File: src/rtl/core/assert_macros.svh
// Assertion macros for the tokenizer RTL.
// Each macro samples on clk and is disabled while rst_n is low.
`ifndef ASSERT_MACROS_SVH
`define ASSERT_MACROS_SVH

// Property that must hold at every clock edge outside reset.
`define ASSERT_CLK(lbl, prop, msg) \
    lbl: assert property (@(posedge clk) disable iff (!rst_n) (prop)) else $error(msg);

// Property that must hold in the same cycle whenever the condition is true.
`define ASSERT_IMPLIES(lbl, cond, prop, msg) \
    lbl: assert property (@(posedge clk) disable iff (!rst_n) (cond) |-> (prop)) else $error(msg);

`endif

File: src/rtl/core/qatt_pkg.sv
// Shared types, character constants and classification functions for the
// quote-aware text tokenizer. No dependencies.
package qatt_pkg;

    localparam logic [7:0] CH_DQ     = 8'h22;
    localparam logic [7:0] CH_SQ     = 8'h27;
    localparam logic [7:0] CH_BSL    = 8'h5C;
    localparam logic [7:0] CH_DOLLAR = 8'h24;
    localparam logic [7:0] CH_USCORE = 8'h5F;
    localparam logic [7:0] CH_DOT    = 8'h2E;
    localparam logic [7:0] CH_SLASH  = 8'h2F;
    localparam logic [7:0] CH_SPACE  = 8'h20;
    localparam logic [7:0] CH_TAB    = 8'h09;
    localparam logic [7:0] CH_CR     = 8'h0D;
    localparam logic [7:0] CH_DEL    = 8'h7F;

    localparam logic [1:0] CLS_WS     = 2'd0;
    localparam logic [1:0] CLS_ID     = 2'd1;
    localparam logic [1:0] CLS_OTHER  = 2'd2;
    localparam logic [1:0] CLS_STRING = 2'd3;

    localparam int FIFO_DEPTH = 4;
    localparam int FIFO_PTR_W = 2;
    localparam int FIFO_CNT_W = 3;

    typedef enum logic [1:0] {
        QK_NONE,
        QK_DOUBLE,
        QK_SINGLE
    } quote_kind_t;

    typedef enum logic [1:0] {
        RUN_NONE,
        RUN_WS,
        RUN_ID
    } run_kind_t;

    // One classified input byte as it travels from the front to the back.
    typedef struct packed {
        logic [7:0]  data;
        logic        eof;
        logic        esc;
        quote_kind_t quote;
        logic        abort;
    } front_item_t;

    typedef struct packed {
        logic       start;
        logic [1:0] cls;
        run_kind_t  run;
    } tag_t;

    function automatic logic is_ws(input logic [7:0] b);
        return b inside {[CH_TAB:CH_CR], CH_SPACE};
    endfunction

    function automatic logic is_id_first(input logic [7:0] b);
        return b inside {[8'h30:8'h39], [8'h41:8'h5A], [8'h61:8'h7A], CH_DOLLAR, CH_USCORE};
    endfunction

    function automatic logic is_id_more(input logic [7:0] b);
        return is_id_first(b) || b == CH_DOT || b == CH_SLASH;
    endfunction

    // Tag for a byte emitted outside a string, given the run that is open.
    function automatic tag_t plain_tag(input logic [7:0] b, input run_kind_t run);
        tag_t t;
        if (run == RUN_WS && is_ws(b))
        begin
            t.start = 1'b0;
            t.cls   = CLS_WS;
            t.run   = RUN_WS;
        end
        else if (run == RUN_ID && is_id_more(b))
        begin
            t.start = 1'b0;
            t.cls   = CLS_ID;
            t.run   = RUN_ID;
        end
        else if (is_ws(b))
        begin
            t.start = 1'b1;
            t.cls   = CLS_WS;
            t.run   = RUN_WS;
        end
        else if (is_id_first(b))
        begin
            t.start = 1'b1;
            t.cls   = CLS_ID;
            t.run   = RUN_ID;
        end
        else
        begin
            t.start = 1'b1;
            t.cls   = CLS_OTHER;
            t.run   = RUN_NONE;
        end
        return t;
    endfunction

endpackage

File: src/rtl/core/qatt_front.sv
// Input side of the tokenizer: accepts bytes and classifies them.
// Depends on qatt_pkg.
module qatt_front (
    input  logic                clk,
    input  logic                rst_n,
    input  logic                s_tvalid,
    output logic                s_tready,
    input  logic [7:0]          s_tdata,   // [7:0] in_byte
    input  logic                s_tlast,   // end_of_file
    input  logic                fifo_full,
    output logic                push,
    output qatt_pkg::front_item_t push_item
);
    import qatt_pkg::*;

    logic [7:0] prev_reg;
    logic [7:0] prev_next;

    assign s_tready = !fifo_full;
    assign push     = s_tvalid && s_tready;

    always_comb
    begin
        push_item.data  = s_tdata;
        push_item.eof   = s_tlast;
        push_item.esc   = (prev_reg == CH_BSL);
        push_item.abort = (s_tdata < CH_SPACE) || (s_tdata >= CH_DEL);
        if (s_tdata == CH_DQ)
        begin
            push_item.quote = QK_DOUBLE;
        end
        else if (s_tdata == CH_SQ)
        begin
            push_item.quote = QK_SINGLE;
        end
        else
        begin
            push_item.quote = QK_NONE;
        end
    end

    // End of file forgets the previous byte, so the next text starts clean.
    always_comb
    begin
        prev_next = prev_reg;
        if (push)
        begin
            prev_next = s_tlast ? 8'h00 : s_tdata;
        end
    end

    always_ff @(posedge clk or negedge rst_n)
    begin
        if (!rst_n)
        begin
            prev_reg <= 8'h00;
        end
        else
        begin
            prev_reg <= prev_next;
        end
    end

endmodule

File: src/rtl/core/qatt_fifo.sv
// Short queue of classified bytes between the front and the back.
// Depends on qatt_pkg.
module qatt_fifo (
    input  logic                  clk,
    input  logic                  rst_n,
    input  logic                  push,
    input  qatt_pkg::front_item_t push_item,
    output logic                  full,
    input  logic                  pop,
    output logic                  head_valid,
    output qatt_pkg::front_item_t head
);
    import qatt_pkg::*;

    front_item_t             entry_reg [FIFO_DEPTH];
    logic [FIFO_PTR_W-1:0]   wr_ptr_reg, wr_ptr_next;
    logic [FIFO_PTR_W-1:0]   rd_ptr_reg, rd_ptr_next;
    logic [FIFO_CNT_W-1:0]   count_reg, count_next;

    assign full       = (count_reg == FIFO_CNT_W'(FIFO_DEPTH));
    assign head_valid = (count_reg != '0);
    assign head       = entry_reg[rd_ptr_reg];

    always_comb
    begin
        wr_ptr_next = wr_ptr_reg;
        rd_ptr_next = rd_ptr_reg;
        count_next  = count_reg;
        if (push)
        begin
            wr_ptr_next = wr_ptr_reg + FIFO_PTR_W'(1);
        end
        if (pop)
        begin
            rd_ptr_next = rd_ptr_reg + FIFO_PTR_W'(1);
        end
        if (push && !pop)
        begin
            count_next = count_reg + FIFO_CNT_W'(1);
        end
        else if (pop && !push)
        begin
            count_next = count_reg - FIFO_CNT_W'(1);
        end
    end

    always_ff @(posedge clk or negedge rst_n)
    begin
        if (!rst_n)
        begin
            wr_ptr_reg <= '0;
            rd_ptr_reg <= '0;
            count_reg  <= '0;
        end
        else
        begin
            wr_ptr_reg <= wr_ptr_next;
            rd_ptr_reg <= rd_ptr_next;
            count_reg  <= count_next;
        end
    end

    always_ff @(posedge clk)
    begin
        if (push)
        begin
            entry_reg[wr_ptr_reg] <= push_item;
        end
    end

endmodule

File: src/rtl/core/qatt_back.sv
// Output side of the tokenizer: string state, hold buffer and token tagging.
// Depends on qatt_pkg and assert_macros.svh.
`include "assert_macros.svh"

module qatt_back #(
    parameter int HOLD_DEPTH = 63
) (
    input  logic                  clk,
    input  logic                  rst_n,
    input  logic                  head_valid,
    input  qatt_pkg::front_item_t head,
    output logic                  pop,
    output logic                  m_tvalid,
    input  logic                  m_tready,
    output logic [7:0]            m_tdata,   // [7:0] out_byte
    output logic                  m_tlast,   // last_result
    output logic [3:0]            m_tuser    // [0] token_start, [2:1] token_class,
                                             // [3] forced_release
);
    import qatt_pkg::*;

    localparam int CNT_W = $clog2(HOLD_DEPTH + 1);
    localparam int IDX_W = $clog2(HOLD_DEPTH);

    typedef enum logic [1:0] {
        S_IDLE,
        S_RD,
        S_WR,
        S_TAIL
    } state_t;

    // What happens to the byte itself once the held bytes are out.
    typedef enum logic [1:0] {
        T_NONE,
        T_STRING,
        T_PLAIN,
        T_HOLD
    } tail_t;

    state_t       state_reg, state_next;
    quote_kind_t  open_reg, open_next;
    logic [CNT_W-1:0] cnt_reg, cnt_next;
    run_kind_t    run_reg, run_next;
    logic [7:0]   byte_reg, byte_next;
    logic         eof_reg, eof_next;
    logic [CNT_W-1:0] drain_reg, drain_next;
    logic [IDX_W-1:0] idx_reg, idx_next;
    logic         string_reg, string_next;
    logic         forced_reg, forced_next;
    tail_t        tail_reg, tail_next;
    logic         m_tvalid_reg, m_tvalid_next;
    logic [7:0]   m_tdata_reg, m_tdata_next;
    logic         m_tlast_reg, m_tlast_next;
    logic [3:0]   m_tuser_reg, m_tuser_next;

    logic [7:0]   held_mem [HOLD_DEPTH];
    logic [7:0]   rd_data_reg;
    logic         mem_we;
    logic [IDX_W-1:0] mem_wa;
    logic [7:0]   mem_wd;

    logic         load_ok;
    logic         full;
    logic         closes;
    logic         opens;
    logic         drain_last;
    logic         out_last;
    tag_t         drain_tag;
    tag_t         tail_tag;

    assign m_tvalid = m_tvalid_reg;
    assign m_tdata  = m_tdata_reg;
    assign m_tlast  = m_tlast_reg;
    assign m_tuser  = m_tuser_reg;

    assign load_ok    = !m_tvalid_reg || m_tready;
    assign full       = (cnt_reg >= CNT_W'(HOLD_DEPTH));
    assign closes     = (open_reg != QK_NONE) && !head.esc && (head.quote == open_reg);
    assign opens      = (head.quote != QK_NONE) && !head.esc && !head.eof;
    assign drain_last = (CNT_W'(idx_reg) == drain_reg - CNT_W'(1));

    always_comb
    begin
        if (string_reg)
        begin
            drain_tag.start = (idx_reg == '0);
            drain_tag.cls   = CLS_STRING;
            drain_tag.run   = run_reg;
        end
        else
        begin
            drain_tag = plain_tag(rd_data_reg, run_reg);
        end
        if (tail_reg == T_STRING)
        begin
            tail_tag.start = (drain_reg == '0);
            tail_tag.cls   = CLS_STRING;
            tail_tag.run   = RUN_NONE;
        end
        else
        begin
            tail_tag = plain_tag(byte_reg, run_reg);
        end
    end

    always_comb
    begin
        state_next    = state_reg;
        open_next     = open_reg;
        cnt_next      = cnt_reg;
        run_next      = run_reg;
        byte_next     = byte_reg;
        eof_next      = eof_reg;
        drain_next    = drain_reg;
        idx_next      = idx_reg;
        string_next   = string_reg;
        forced_next   = forced_reg;
        tail_next     = tail_reg;
        m_tvalid_next = m_tready ? 1'b0 : m_tvalid_reg;
        m_tdata_next  = m_tdata_reg;
        m_tlast_next  = m_tlast_reg;
        m_tuser_next  = m_tuser_reg;
        pop           = 1'b0;
        mem_we        = 1'b0;
        mem_wa        = '0;
        mem_wd        = head.data;
        out_last      = 1'b0;

        case (state_reg)
            S_IDLE:
            begin
                if (head_valid)
                begin
                    pop         = 1'b1;
                    byte_next   = head.data;
                    eof_next    = head.eof;
                    drain_next  = '0;
                    idx_next    = '0;
                    string_next = 1'b0;
                    forced_next = 1'b0;
                    tail_next   = T_NONE;
                    if (open_reg != QK_NONE)
                    begin
                        if (closes)
                        begin
                            drain_next  = cnt_reg;
                            string_next = 1'b1;
                            tail_next   = T_STRING;
                            open_next   = QK_NONE;
                            cnt_next    = '0;
                        end
                        else if (head.abort)
                        begin
                            drain_next = cnt_reg;
                            tail_next  = T_PLAIN;
                            open_next  = QK_NONE;
                            cnt_next   = '0;
                        end
                        else if (full)
                        begin
                            // The byte that found the buffer full may open a new string;
                            // it is written to entry zero after the old bytes are out.
                            drain_next  = cnt_reg;
                            forced_next = 1'b1;
                            if (opens)
                            begin
                                tail_next = T_HOLD;
                                open_next = head.quote;
                                cnt_next  = CNT_W'(1);
                            end
                            else
                            begin
                                tail_next = T_PLAIN;
                                open_next = QK_NONE;
                                cnt_next  = '0;
                            end
                        end
                        else
                        begin
                            mem_we = 1'b1;
                            mem_wa = cnt_reg[IDX_W-1:0];
                            if (head.eof)
                            begin
                                drain_next = cnt_reg + CNT_W'(1);
                                open_next  = QK_NONE;
                                cnt_next   = '0;
                            end
                            else
                            begin
                                cnt_next = cnt_reg + CNT_W'(1);
                            end
                        end
                    end
                    else if (opens)
                    begin
                        mem_we    = 1'b1;
                        mem_wa    = '0;
                        open_next = head.quote;
                        cnt_next  = CNT_W'(1);
                    end
                    else
                    begin
                        tail_next = T_PLAIN;
                    end

                    if (drain_next != '0)
                    begin
                        state_next = S_RD;
                    end
                    else if (tail_next != T_NONE)
                    begin
                        state_next = S_TAIL;
                    end
                end
            end

            S_RD:
            begin
                state_next = S_WR;
            end

            S_WR:
            begin
                if (load_ok)
                begin
                    out_last      = drain_last && (tail_reg == T_NONE || tail_reg == T_HOLD);
                    m_tvalid_next = 1'b1;
                    m_tdata_next  = rd_data_reg;
                    m_tlast_next  = out_last;
                    m_tuser_next  = {forced_reg, drain_tag.cls, drain_tag.start};
                    run_next      = (out_last && eof_reg) ? RUN_NONE : drain_tag.run;
                    if (drain_last)
                    begin
                        state_next = (tail_reg != T_NONE) ? S_TAIL : S_IDLE;
                    end
                    else
                    begin
                        idx_next   = idx_reg + IDX_W'(1);
                        state_next = S_RD;
                    end
                end
            end

            S_TAIL:
            begin
                if (tail_reg == T_HOLD)
                begin
                    mem_we     = 1'b1;
                    mem_wa     = '0;
                    mem_wd     = byte_reg;
                    state_next = S_IDLE;
                end
                else if (load_ok)
                begin
                    m_tvalid_next = 1'b1;
                    m_tdata_next  = byte_reg;
                    m_tlast_next  = 1'b1;
                    m_tuser_next  = {forced_reg, tail_tag.cls, tail_tag.start};
                    run_next      = eof_reg ? RUN_NONE : tail_tag.run;
                    state_next    = S_IDLE;
                end
            end

            default:
            begin
                state_next = S_IDLE;
            end
        endcase
    end

    always_ff @(posedge clk or negedge rst_n)
    begin
        if (!rst_n)
        begin
            state_reg    <= S_IDLE;
            open_reg     <= QK_NONE;
            cnt_reg      <= '0;
            run_reg      <= RUN_NONE;
            byte_reg     <= 8'h00;
            eof_reg      <= 1'b0;
            drain_reg    <= '0;
            idx_reg      <= '0;
            string_reg   <= 1'b0;
            forced_reg   <= 1'b0;
            tail_reg     <= T_NONE;
            m_tvalid_reg <= 1'b0;
            m_tdata_reg  <= 8'h00;
            m_tlast_reg  <= 1'b0;
            m_tuser_reg  <= 4'h0;
        end
        else
        begin
            state_reg    <= state_next;
            open_reg     <= open_next;
            cnt_reg      <= cnt_next;
            run_reg      <= run_next;
            byte_reg     <= byte_next;
            eof_reg      <= eof_next;
            drain_reg    <= drain_next;
            idx_reg      <= idx_next;
            string_reg   <= string_next;
            forced_reg   <= forced_next;
            tail_reg     <= tail_next;
            m_tvalid_reg <= m_tvalid_next;
            m_tdata_reg  <= m_tdata_next;
            m_tlast_reg  <= m_tlast_next;
            m_tuser_reg  <= m_tuser_next;
        end
    end

    // Hold buffer: one write port, one registered read port.
    always_ff @(posedge clk)
    begin
        if (mem_we)
        begin
            held_mem[mem_wa] <= mem_wd;
        end
        if (state_reg == S_RD)
        begin
            rd_data_reg <= held_mem[idx_reg];
        end
    end

    `ASSERT_CLK(a_cnt_bound, cnt_reg <= CNT_W'(HOLD_DEPTH), "held count above hold depth")
    `ASSERT_CLK(a_open_cnt, (open_reg == QK_NONE) == (cnt_reg == '0), "open quote and held count disagree")
    `ASSERT_IMPLIES(a_idx_range, state_reg == S_RD || state_reg == S_WR, CNT_W'(idx_reg) < drain_reg, "drain index past drain length")

endmodule

File: src/rtl/core/quote_aware_text_tokenizer.sv
// A byte emitted at once passes a queue entry, the back-end byte register and output register.
// The input takes a beat per cycle while the four-entry queue has room. The back end takes a
// byte it emits at once through its idle and tail states, a byte it holds through its idle
// state, and each held byte it drains through a memory read and an output load.
// Reset clears the queue, string state, held count and output register; the hold memory is
// not cleared, as only entries written since the string opened are ever read.
module quote_aware_text_tokenizer #(
    parameter int HOLD_DEPTH = 63
) (
    input  logic       clk,
    input  logic       rst_n,
    input  logic       s_tvalid,
    output logic       s_tready,
    input  logic [7:0] s_tdata,   // [7:0] in_byte
    input  logic       s_tlast,   // end_of_file
    output logic       m_tvalid,
    input  logic       m_tready,
    output logic [7:0] m_tdata,   // [7:0] out_byte
    output logic       m_tlast,   // last_result
    output logic [3:0] m_tuser    // [0] token_start, [2:1] token_class, [3] forced_release
);
    import qatt_pkg::*;

    logic        push;
    front_item_t push_item;
    logic        fifo_full;
    logic        pop;
    logic        head_valid;
    front_item_t head;

    qatt_front u_front (
        .clk       (clk),
        .rst_n     (rst_n),
        .s_tvalid  (s_tvalid),
        .s_tready  (s_tready),
        .s_tdata   (s_tdata),
        .s_tlast   (s_tlast),
        .fifo_full (fifo_full),
        .push      (push),
        .push_item (push_item)
    );

    qatt_fifo u_fifo (
        .clk        (clk),
        .rst_n      (rst_n),
        .push       (push),
        .push_item  (push_item),
        .full       (fifo_full),
        .pop        (pop),
        .head_valid (head_valid),
        .head       (head)
    );

    qatt_back #(
        .HOLD_DEPTH (HOLD_DEPTH)
    ) u_back (
        .clk        (clk),
        .rst_n      (rst_n),
        .head_valid (head_valid),
        .head       (head),
        .pop        (pop),
        .m_tvalid   (m_tvalid),
        .m_tready   (m_tready),
        .m_tdata    (m_tdata),
        .m_tlast    (m_tlast),
        .m_tuser    (m_tuser)
    );

endmodule

File: config.mk
export PLATFORM = sky130hd
export DESIGN_NAME = quote_aware_text_tokenizer
export DESIGN_NICKNAME = d
export VERILOG_FILES = /design/src/rtl/core/qatt_pkg.sv /design/src/rtl/core/qatt_front.sv /design/src/rtl/core/qatt_fifo.sv /design/src/rtl/core/qatt_back.sv /design/src/rtl/core/quote_aware_text_tokenizer.sv
export VERILOG_INCLUDE_DIRS = /design/src /design/src/rtl/core
export SDC_FILE = /design/constraint.sdc
export NUM_CORES = 1
export LEC_CHECK = 0
export BUFFER_PORTS_ARGS = -buffer_cell sky130_fd_sc_hd__buf_2
export CAP_MARGIN = 0
export CORE_AREA = 2 2 212 214
export CTS_BUF_LIST = sky130_fd_sc_hd__clkbuf_2 sky130_fd_sc_hd__clkbuf_4 sky130_fd_sc_hd__clkbuf_8
export DETAILED_ROUTE_END_ITERATION = 16
export DIE_AREA = 0 0 214 216
export HOLD_SLACK_MARGIN = 0.03
export PLACE_DENSITY = 0.8
export SLEW_MARGIN = 20
export SYNTH_ARGS = -nofsm -noshare
export SYNTH_HDL_FRONTEND = slang
export SYNTH_SLANG_ARGS = --single-unit
export TNS_END_PERCENT = 20
File: constraint.sdc
create_clock -name clk -period 5.67 [get_ports clk]
set_clock_uncertainty 0.1 [all_clocks]
set_input_delay 1.134 -clock clk [delete_from_list [all_inputs] [get_ports clk]]
set_output_delay 1.134 -clock clk [all_outputs]
set_load 0.005 [all_outputs]
# --- Word-level counts from Yosys, hierarchy flattened ---
# Memories as Yosys holds them, arrays and structs flattened. A register that Yosys moved wholly into a read port is not among the register bits.
# Cells that the tools add are included.
# Widths: inputs -> output; s select.
totals:
  regBits: 66
  ramBits: 556
  inputBits: 13
  romBits: 0
  latchBits: 0
  wordCells: 245
  memories: 2
  output_inout_bits: 15
op_classes:
  div: 0
  n_addsub: 7
  eq_ne: 32
  multipliers: 0
  shift: 0
  n_lt_le_gt_ge: 19
  reduce_logical: 59
  bitwise: 0
  mux: 107
mem_list:
  columns: ["memory", "depth", "width", "read_ports", "rd_ports_with_merged_regs", "write_ports", "line", "rtl"]
  rows:
  - ["u_back.held_mem", 63, 8, 1, 1, 1, "qatt_back.sv:56", "logic [7:0] held_mem [HOLD_DEPTH];"]
  - ["u_fifo.entry_reg", 4, 13, 1, 0, 1, "qatt_fifo.sv:15", "front_item_t entry_reg [FIFO_DEPTH];"]
op_table:
  columns: ["cell", "count"]
  rows:
  - ["$mux 6", 22]
  - ["$eq 8x6->1 const B", 10]
  - ["$mux 2", 29]
  - ["$mux 8", 6]
  - ["$ge 8x7->1 const B", 5]
  - ["$mux 5", 8]
  - ["$le 8x7->1 const B", 4]
  - ["$mux 1", 27]
  - ["$eq 8x7->1 const B", 3]
  - ["$logic_and 1x1->1", 21]
  - ["$mux 4", 5]
  - ["$reduce_bool 2->1", 10]
  - ["$ge 8x4->1 const B", 2]
  - ["$ge 8x6->1 const B", 2]
  - ["$le 8x4->1 const B", 2]
  - ["$le 8x6->1 const B", 2]
  - ["$pmux 8 s2", 1]
  - ["$reduce_and 4->1", 4]
  - ["$add 6x1->6 const B", 2]
  - ["$logic_not 6->1", 2]
  - ["$pmux 6 s2", 1]
  - ["$reduce_bool 5->1", 2]
  - ["$eq 2x2->1 const B", 4]
  - ["$lt 8x6->1 const B", 1]
  - ["27 further kinds", 49]

# --- Longest topological paths before layout ---
# Gate-level depths: netlist of the first run.
# An unclocked memory read counts as a cell.
depth:
  ltp_word: 16
  depth_mapped: 11
  ltp_nobuf: 10

# --- By module ---
# From an unflattened synthesis of the first run, not the netlist that was laid out.
hier_totals:
  cells_unflattened: 1387
  hier_area_um2: 26002.4
modules_own_cells:
  columns: ["module", "cells_each", "n_inst", "seq_area_each_um2", "area_each_um2"]
  rows:
  - ["qatt_back", 1238, 1, 16651.0, 23193.5]
  - ["qatt_fifo", 102, 1, 1736.7, 2301.0]
  - ["qatt_front", 47, 1, 200.2, 508.0]

# --- Worst setup path after synthesis of the first run ---
# OpenSTA, ideal clock, no wires.
synth_path:
  kind: "register -> register"
  startpoint: "register u_back.state_reg[1]"
  endpoint: "memory u_back.held_mem[0][6], data pin"
  setup_ps: 695
  required_time_ps: 4875
  slack_ps: 1294
  synth_period_minus_slack_ps: 4376
  path_buffers: 2
  arrival_time_ps: 3581
  stages_incl_launch_ff: 6
  cell_sequence: "dfrtp_1 ha_1 clkbuf_1 nand2_1 clkbuf_1 o21ai_0"
synth_between:
  elab_chain_len: 2
synth_rtl:
  columns: ["item", "line", "rtl"]
  rows:
  - ["start, declared", "qatt_back.sv:40", "state_t state_reg, state_next;"]
  - ["start signal, assigned", "qatt_back.sv:293", "state_reg <= state_next;"]
  - ["$eq 2x2->1", "qatt_back.sv:129", "case (state_reg)"]
  - ["$mux 8", "qatt_back.sv:129", null]
  - ["net u_back.mem_wd[6]", "qatt_back.sv:60", "logic [7:0] mem_wd;"]
  - ["end, declared", "qatt_back.sv:56", null]
# The timed path passes the listed nets, and every way through them passes these cells.

# --- Worst setup path in the final report of the first run ---
layout_path:
  startpoint: "register u_fifo.rd_ptr_reg[0]"
  endpoint: "memory u_back.held_mem[3][5] (enable)"
layout_between:
  elab_chain_len: 10
  word_cells_on_any_way: 22
  classes_between: "eq/ne: 1; mux: 13; reduce/logical: 7; memory: 1"
layout_rtl:
  columns: ["item", "line", "rtl"]
  rows:
  - ["start, declared", "qatt_fifo.sv:17", "logic [FIFO_PTR_W-1:0] rd_ptr_reg, rd_ptr_next;"]
  - ["start signal, assigned", "qatt_fifo.sv:58", "rd_ptr_reg <= rd_ptr_next;"]
  - ["$mem_v2 4x13 (*)", null, null]
  - ["$reduce_bool 2->1 / $logic_not 1->1 (equally long branches)", "qatt_back.sv:79, qatt_back.sv:78", null]
  - ["$logic_and 1x1->1 (on tied branches) (2 in a row)", "qatt_back.sv:79, qatt_back.sv:78", null]
  - ["$mux 1 (on tied branches)", "qatt_back.sv:194, qatt_back.sv:144", null]
  - ["$mux 1", "qatt_back.sv:142", "if (open_reg != QK_NONE)"]
  - ["$mux 1", "qatt_back.sv:132", "if (head_valid)"]
  - ["$pmux 1 s2", "qatt_back.sv:129", null]
  - ["$mux 1", "qatt_back.sv:314", "if (mem_we)"]
  - ["$mux 1 (not written as such)", "qatt_back.sv:316", "held_mem[mem_wa] <= mem_wd;"]
# Mark *: on every way between the ends. The rest lies on a longest branch, timed or not.

==> results.ini, run 1 <==
[status]
status=completed

[yosys]
synth_top_family_by_area=multiplexers
synthSimpleGateAreaFrac_pct=4.931
synth_area_mm2=0.02598
synth_xor_area_share_pct=0.5008
synth_area_leaders=edfxtp_1, mux4_2, dfrtp_1
yosysWarnings=0
ys_seq_area_share_pct=71.54
synthAdderAreaFrac_pct=0.9439
syn_nets=1418
async_flop_share_pct=10.48
synthMuxAreaShare_pct=16.66
ys_seq_elements=630
synth_compound_area_share_pct=3.886
ys.flop_type=edfxtp_1
synth_edf_count=564
synth_top_area_cell=edfxtp_1
ys_types=76
synth_top_area_share_pct=65.18
synthCells=1386
synth_area_per_cell_um2=18.75

[clocking]
insertion_delay_ps=690
cts.sinks=630
cts_tree=yes
cts-root-buf=clkbuf_8
ctsResizeCount=0
postCtsHoldBufs=0
clk_pin_slew_ps=70
post_cts_buffers=0
cts_buffers=97
cts.htree.levels=3
cts_max_path_buffers=3

[grt]
antenna_found_initial=1
grt_pass1_vias=14030
grt_max_degree=86
grt_pass1_wl_um=88380
grtUsageTotal_pct=25.96
overflow=0

[detailed_routing]
wl_um=58060
vias_per_cell=6.531
final_antenna_net_count=0
drtIter0Drc=1803
via_count=13920
avgRoutedWirePerCell_um=27.24
drc=0
drt_first_pass_iters=6

[floorplanning]
num_rows=77
initial_core_util_pct=59.27
die_area_mm2=0.04622
coreArea_mm2=0.04384
die_w_um=214
chipHeight_um=216
ioPinCount=28

[timing]
slew_headroom_pct=24.18
finalCriticalPeriod_ps=4516
fmax_mhz=221.4
rsz0062_at_grt=no
drv_slew=0
finalCritPeriodShare_pct=79.65
fin_setup_tns_ps=0
setup_violations=0
hold_violations=0
tightestPinTransition_ps=1137
holdWs_ps=365.5

[final_layout]
diodes=0
largest_reg_flops=504
layout_common_cells=edfxtp_1, mux4_2, clkbuf_8
stdcell_area_mm2=0.02881
area_growth_pct=10.88
layout-drive-gt1-share_pct=27.10
final_common_cell=edfxtp_1
layout.nets=1497

[worst_setup_path]
cp-start-kind=register
r2r-start=u_fifo.rd_ptr_reg[0]$_DFFE_PN0P_
rr_endpoint=u_back.held_mem[3][5]$_DFFE_PP_
critPathKind=reg2reg
r2r_cells=7
cp-end-kind=register
cp.required_ps=5870
crit_arrival_ps=4720
regToRegSetupSlack_ps=1150
worst-path-max-fanout=11

[power]
leakage_uw=0.009295
power.total_uw=14690
power_per_cell_area_mw_per_mm2=509.8
vdd_drop_max_v=0.0006913

[place]
dpl.hpwl_um=35880
place_area_mm2=0.02683
portBuffers=27
gp_congestion=0.8824

[job]
drv_cap=0

[min_path]
hold_path.class=in2async

## layout make-up
type	count	area, µm²
fillers	2744	15030
inverters	31	116.4
multi-input cells	655	7047
clock buffers	131	1647
flip-flops and latches	630	18600
well taps	592	740.7
clock inverters	42	330.3
repair buffers	50	332.8
## critical path, cell delays in order (launching register included)
cell	delay, ps
dfrtp_1	660
mux4_2	650
xnor2_2	190
a31oi_2	380
nand3_1	300
nor3_1	390
nand3_1	680
nor2_1	790
## power breakdown
group	internal [µW]	switching [µW]	leakage (µW)
Clock	2110	1730	0.00104
Sequential	6140	450	0.00592
Combinational	1640	2610	0.00233
## cells by family after synthesis
group | count (synthesis)
XOR/XNOR | 14
multiplexers | 214
flip-flops | 630
buffers and inverters | 101
adder cells (fa/ha/maj) | 19
AND/OR/NAND/NOR | 264
AO/OA/AOI/OAI | 144
## Yosys cell counts, types with 13 or more instances
master and n:
nand2_1 68, edfxtp_1 564, ha_1 18, nand2b_1 15
a21oi_1 18, mux4_2 173, nor2_1 93, nand3_1 15
nor3_1 14, o21ai_0 57, dfrtp_1 66, inv_1 31
mux2i_1 23, clkbuf_1 47, mux2_2 18, o31ai_1 13
## layer usage
layer  wire length [µm]  up-vias  share of wire [%]  global-route usage [%]
met2              28110      908                 48                   41.29
met5                 12        -              0.021                       0
met3               6145      126                 11                   5.426
met1              22090     7086                 38                   35.95
li1                   -     5796                  -                       -
met4               1704        2                2.9                   10.05
## per-stage QoR
step                setup WS (ps)  utilization (%)  std cells
CTS                          1249            65.72       2131
floorplan                    1294                -       1386
global placement             1505            61.21       1958
finish                       1154            65.72       2131
detailed placement           1299            61.21       1958
global route                883.0            65.72       2131
## worst max path at each step
stage                                startpoint                               end  slack [ps]
3_3_place_gp   u_fifo.rd_ptr_reg[0]$_DFFE_PN0P_  u_back.held_mem[42][3]$_DFFE_PP_        1500
5_1_grt        u_fifo.rd_ptr_reg[0]$_DFFE_PN0P_  u_back.held_mem[42][4]$_DFFE_PP_         880
6_report       u_fifo.rd_ptr_reg[0]$_DFFE_PN0P_   u_back.held_mem[3][5]$_DFFE_PP_        1150
3_5_place_dp   u_fifo.rd_ptr_reg[0]$_DFFE_PN0P_  u_back.held_mem[58][1]$_DFFE_PP_        1300
2_1_floorplan   u_back.state_reg[1]$_DFFE_PN0P_   u_back.held_mem[0][6]$_DFFE_PP_        1290
4_1_cts        u_fifo.rd_ptr_reg[0]$_DFFE_PN0P_  u_back.held_mem[42][5]$_DFFE_PP_        1250
Note: power is estimated with default switching activity, not from simulation.
==> run 2: changes to the inputs <==
--- a/config.mk
+++ b/config.mk
@@ -6,14 +6,15 @@
 export SDC_FILE = /design/constraint.sdc
 export NUM_CORES = 1
 export LEC_CHECK = 0
+export ABC_AREA = 1
 export BUFFER_PORTS_ARGS = -buffer_cell sky130_fd_sc_hd__buf_2
 export CAP_MARGIN = 0
-export CORE_AREA = 2 2 212 214
+export CORE_AREA = 2 2 215 217
 export CTS_BUF_LIST = sky130_fd_sc_hd__clkbuf_2 sky130_fd_sc_hd__clkbuf_4 sky130_fd_sc_hd__clkbuf_8
 export DETAILED_ROUTE_END_ITERATION = 16
-export DIE_AREA = 0 0 214 216
+export DIE_AREA = 0 0 217 219
 export HOLD_SLACK_MARGIN = 0.03
-export PLACE_DENSITY = 0.8
+export PLACE_DENSITY = 0.83
 export SLEW_MARGIN = 20
 export SYNTH_ARGS = -nofsm -noshare
 export SYNTH_HDL_FRONTEND = slang
==> constraint.sdc (replaced) <==
create_clock -name clk -period 3.8 [get_ports clk]
set_clock_uncertainty 0.1 [all_clocks]
set_input_delay 0.76 -clock clk [delete_from_list [all_inputs] [get_ports clk]]
set_output_delay 0.76 -clock clk [all_outputs]
set_load 0.005 [all_outputs]
==> results.ini, run 2 <==
[grt]
grt_pass1_vias=18620
met3_usage_pct=5.766
busiest_layer=met2
grt_use_met2_pct=46.52
overflow=0
grtUsageMet1_pct=38.20
grt_pass1_wl_um=104300
grtUsageTotal_pct=28.93
antenna_found_initial=0
grt_max_degree=164

[timing]
drv_slew=0
tightestPinTransition_ps=995.6
finalCritPeriodShare_pct=91.45
finalCriticalPeriod_ps=3475
rsz0062_at_grt=no
hold_violations=0
holdWs_ps=94.37
fmax_mhz=287.8
setup_violations=0
fin_setup_tns_ps=0
slew_headroom_pct=33.55

[clocking]
cts.htree.levels=3
cts_max_path_buffers=3
ctsResizeCount=0
cts.sinks=630
cts_tree=yes
insertion_delay_ps=710
cts-root-buf=clkbuf_8
clk_pin_slew_ps=70
post_cts_buffers=0
cts_buffers=98
postCtsHoldBufs=0

[power]
leakage_uw=0.01067
vdd_drop_max_v=0.001238
power_per_cell_area_mw_per_mm2=761.5

[worst_setup_path]
worst-path-max-fanout=27
critPathKind=reg2reg
crit_arrival_ps=3780
r2r-start=u_fifo.rd_ptr_reg[0]$_DFFE_PN0P_
r2r_cells=14
regToRegSetupSlack_ps=320
cp-end-kind=register
cp.required_ps=4100
rr_endpoint=u_back.held_mem[13][7]$_DFFE_PP_
cp-start-kind=register

[yosys]
syn_nets=2287
ys.flop_type=edfxtp_1
synth_most_common_cell=edfxtp_1
synth_edf_count=564
ys_seq_elements=630
ys_seq_area_share_pct=70.32
ys_top_cells_by_count=edfxtp_1, nor2_1, nand2_1, o21ai_0, o22ai_1
synth_top_area_cell=edfxtp_1
synthCells=2255
ys_types=58
synth_top_area_share_pct=64.07
yosysWarnings=0
synth_area_per_cell_um2=11.72
async_flop_share_pct=10.48
synth_area_leaders=edfxtp_1, dfrtp_1, o21ai_0
synth_area_mm2=0.02643

[detailed_routing]
drc=0
avgRoutedWirePerCell_um=22.42
via_count=19090
final_antenna_net_count=0
wl_um=68270
drt_first_pass_iters=7
drtIter0Drc=2966
vias_per_cell=6.268

[floorplanning]
num_rows=78
initial_core_util_pct=58.63
die_w_um=217
coreArea_mm2=0.04509
die_area_mm2=0.04752
chipHeight_um=219
ioPinCount=28

[final_layout]
final_common_cell=edfxtp_1
layout-drive-gt1-share_pct=14.44
finalNonFillerCells=3045
area_growth_pct=12.86
layout_common_cells=edfxtp_1, nor2_1, nand2_1
layout.nets=2394
diodes=0
largest_reg_flops=504

[place]
dp_cells=2862
dpl.hpwl_um=41770
gp_congestion=0.9276
portBuffers=27

[job]
drv_cap=0

[min_path]
hold_path.class=in2async

[status]
status=completed

[run 2: cell types whose count changed in the layout (fill, tap and decap cells not counted), moves of 23 or more]
cell	before	now
nor2_1	93	377
o21ai_0	56	305
nand2_1	68	316
mux4_2	173	0
o22ai_1	3	123
buf_4	21	88
nand3_1	15	70
inv_1	31	83
mux2i_1	23	0
[run 2: where the power goes]
group	switching [µW]	internal, µW	total, µW
Combinational	5340	1890	7230
Clock	2670	3060	5740
Sequential	423	9330	9760
[run 2: per-stage QoR]
step	instance area, µm²	util, %	power (µW)	worst slack, ps
after global placement	27830	61.73	16700	543.6
after global routing	29830	66.16	23620	80.19
final	29830	66.16	22720	324.8
after CTS	29830	66.16	22570	358.3
after floorplan	26430	-	14050	107.6
after detailed placement	27830	61.73	16920	384.6
[run 2: logic make-up (layout without fill, tap and decap cells)]
kind of cell / after synthesis / after routing / share of synthesized area (%)
xor+xnor: 12 / 12 / 0.3976
fa+ha+maj: 19 / 19 / 0.9277
buf+inv: 216 / 406 / 3.247
flops: 630 / 630 / 70.32
mux: 1 / 1 / 0.04260
compound gates: 535 / 535 / 11.48
simple gates: 842 / 842 / 13.58
[run 2: final cells by class]
cell class	instances	area, µm²
tap	600	750.7
multi-input combinational	1409	7086
fill	3079	15260
clock inverter	50	341.6
timing repair buffer	127	1027
clock buffer	133	1655
sequential	630	18590
inverter	96	379.1
[run 2: metal layers]
layer	wire length [µm]	share of wire [%]
met2	31990	47
met3	7804	11
met1	25680	38
met4	2804	4.1
met5	0	0
[run 2: worst max-delay path, stage by stage, from the launching register on]
cell	delay, ps
dfrtp_1	660
inv_8	160
nand2_1	100
nand3_1	110
nand3_1	130
nand2_2	110
nand3_4	180
nand2_8	100
nand2_1	100
nand2_2	80
a21oi_4	410
nand4_4	330
buf_4	260
nor2_1	120
buf_4	210
[run 2: worst max path at each step]
| stage | cells past startpoint | startpoint | to | slack [ps] |
|---|---|---|---|---|
| CTS | 14 | u_fifo.rd_ptr_reg[0]$_DFFE_PN0P_ | u_back.held_mem[13][6]$_DFFE_PP_ | 360 |
| global route | 13 | u_back.state_reg[0]$_DFFE_PN0P_ | u_back.held_mem[45][7]$_DFFE_PP_ | 80 |
| detailed placement | 12 | u_fifo.rd_ptr_reg[0]$_DFFE_PN0P_ | u_back.held_mem[3][4]$_DFFE_PP_ | 380 |
| finish | 14 | u_fifo.rd_ptr_reg[0]$_DFFE_PN0P_ | u_back.held_mem[13][7]$_DFFE_PP_ | 320 |
| global placement | 14 | u_fifo.rd_ptr_reg[0]$_DFFE_PN0P_ | u_back.held_mem[13][5]$_DFFE_PP_ | 540 |
| floorplan | 6 | u_back.state_reg[0]$_DFFE_PN0P_ | u_back.held_mem[0][5]$_DFFE_PP_ | 110 |
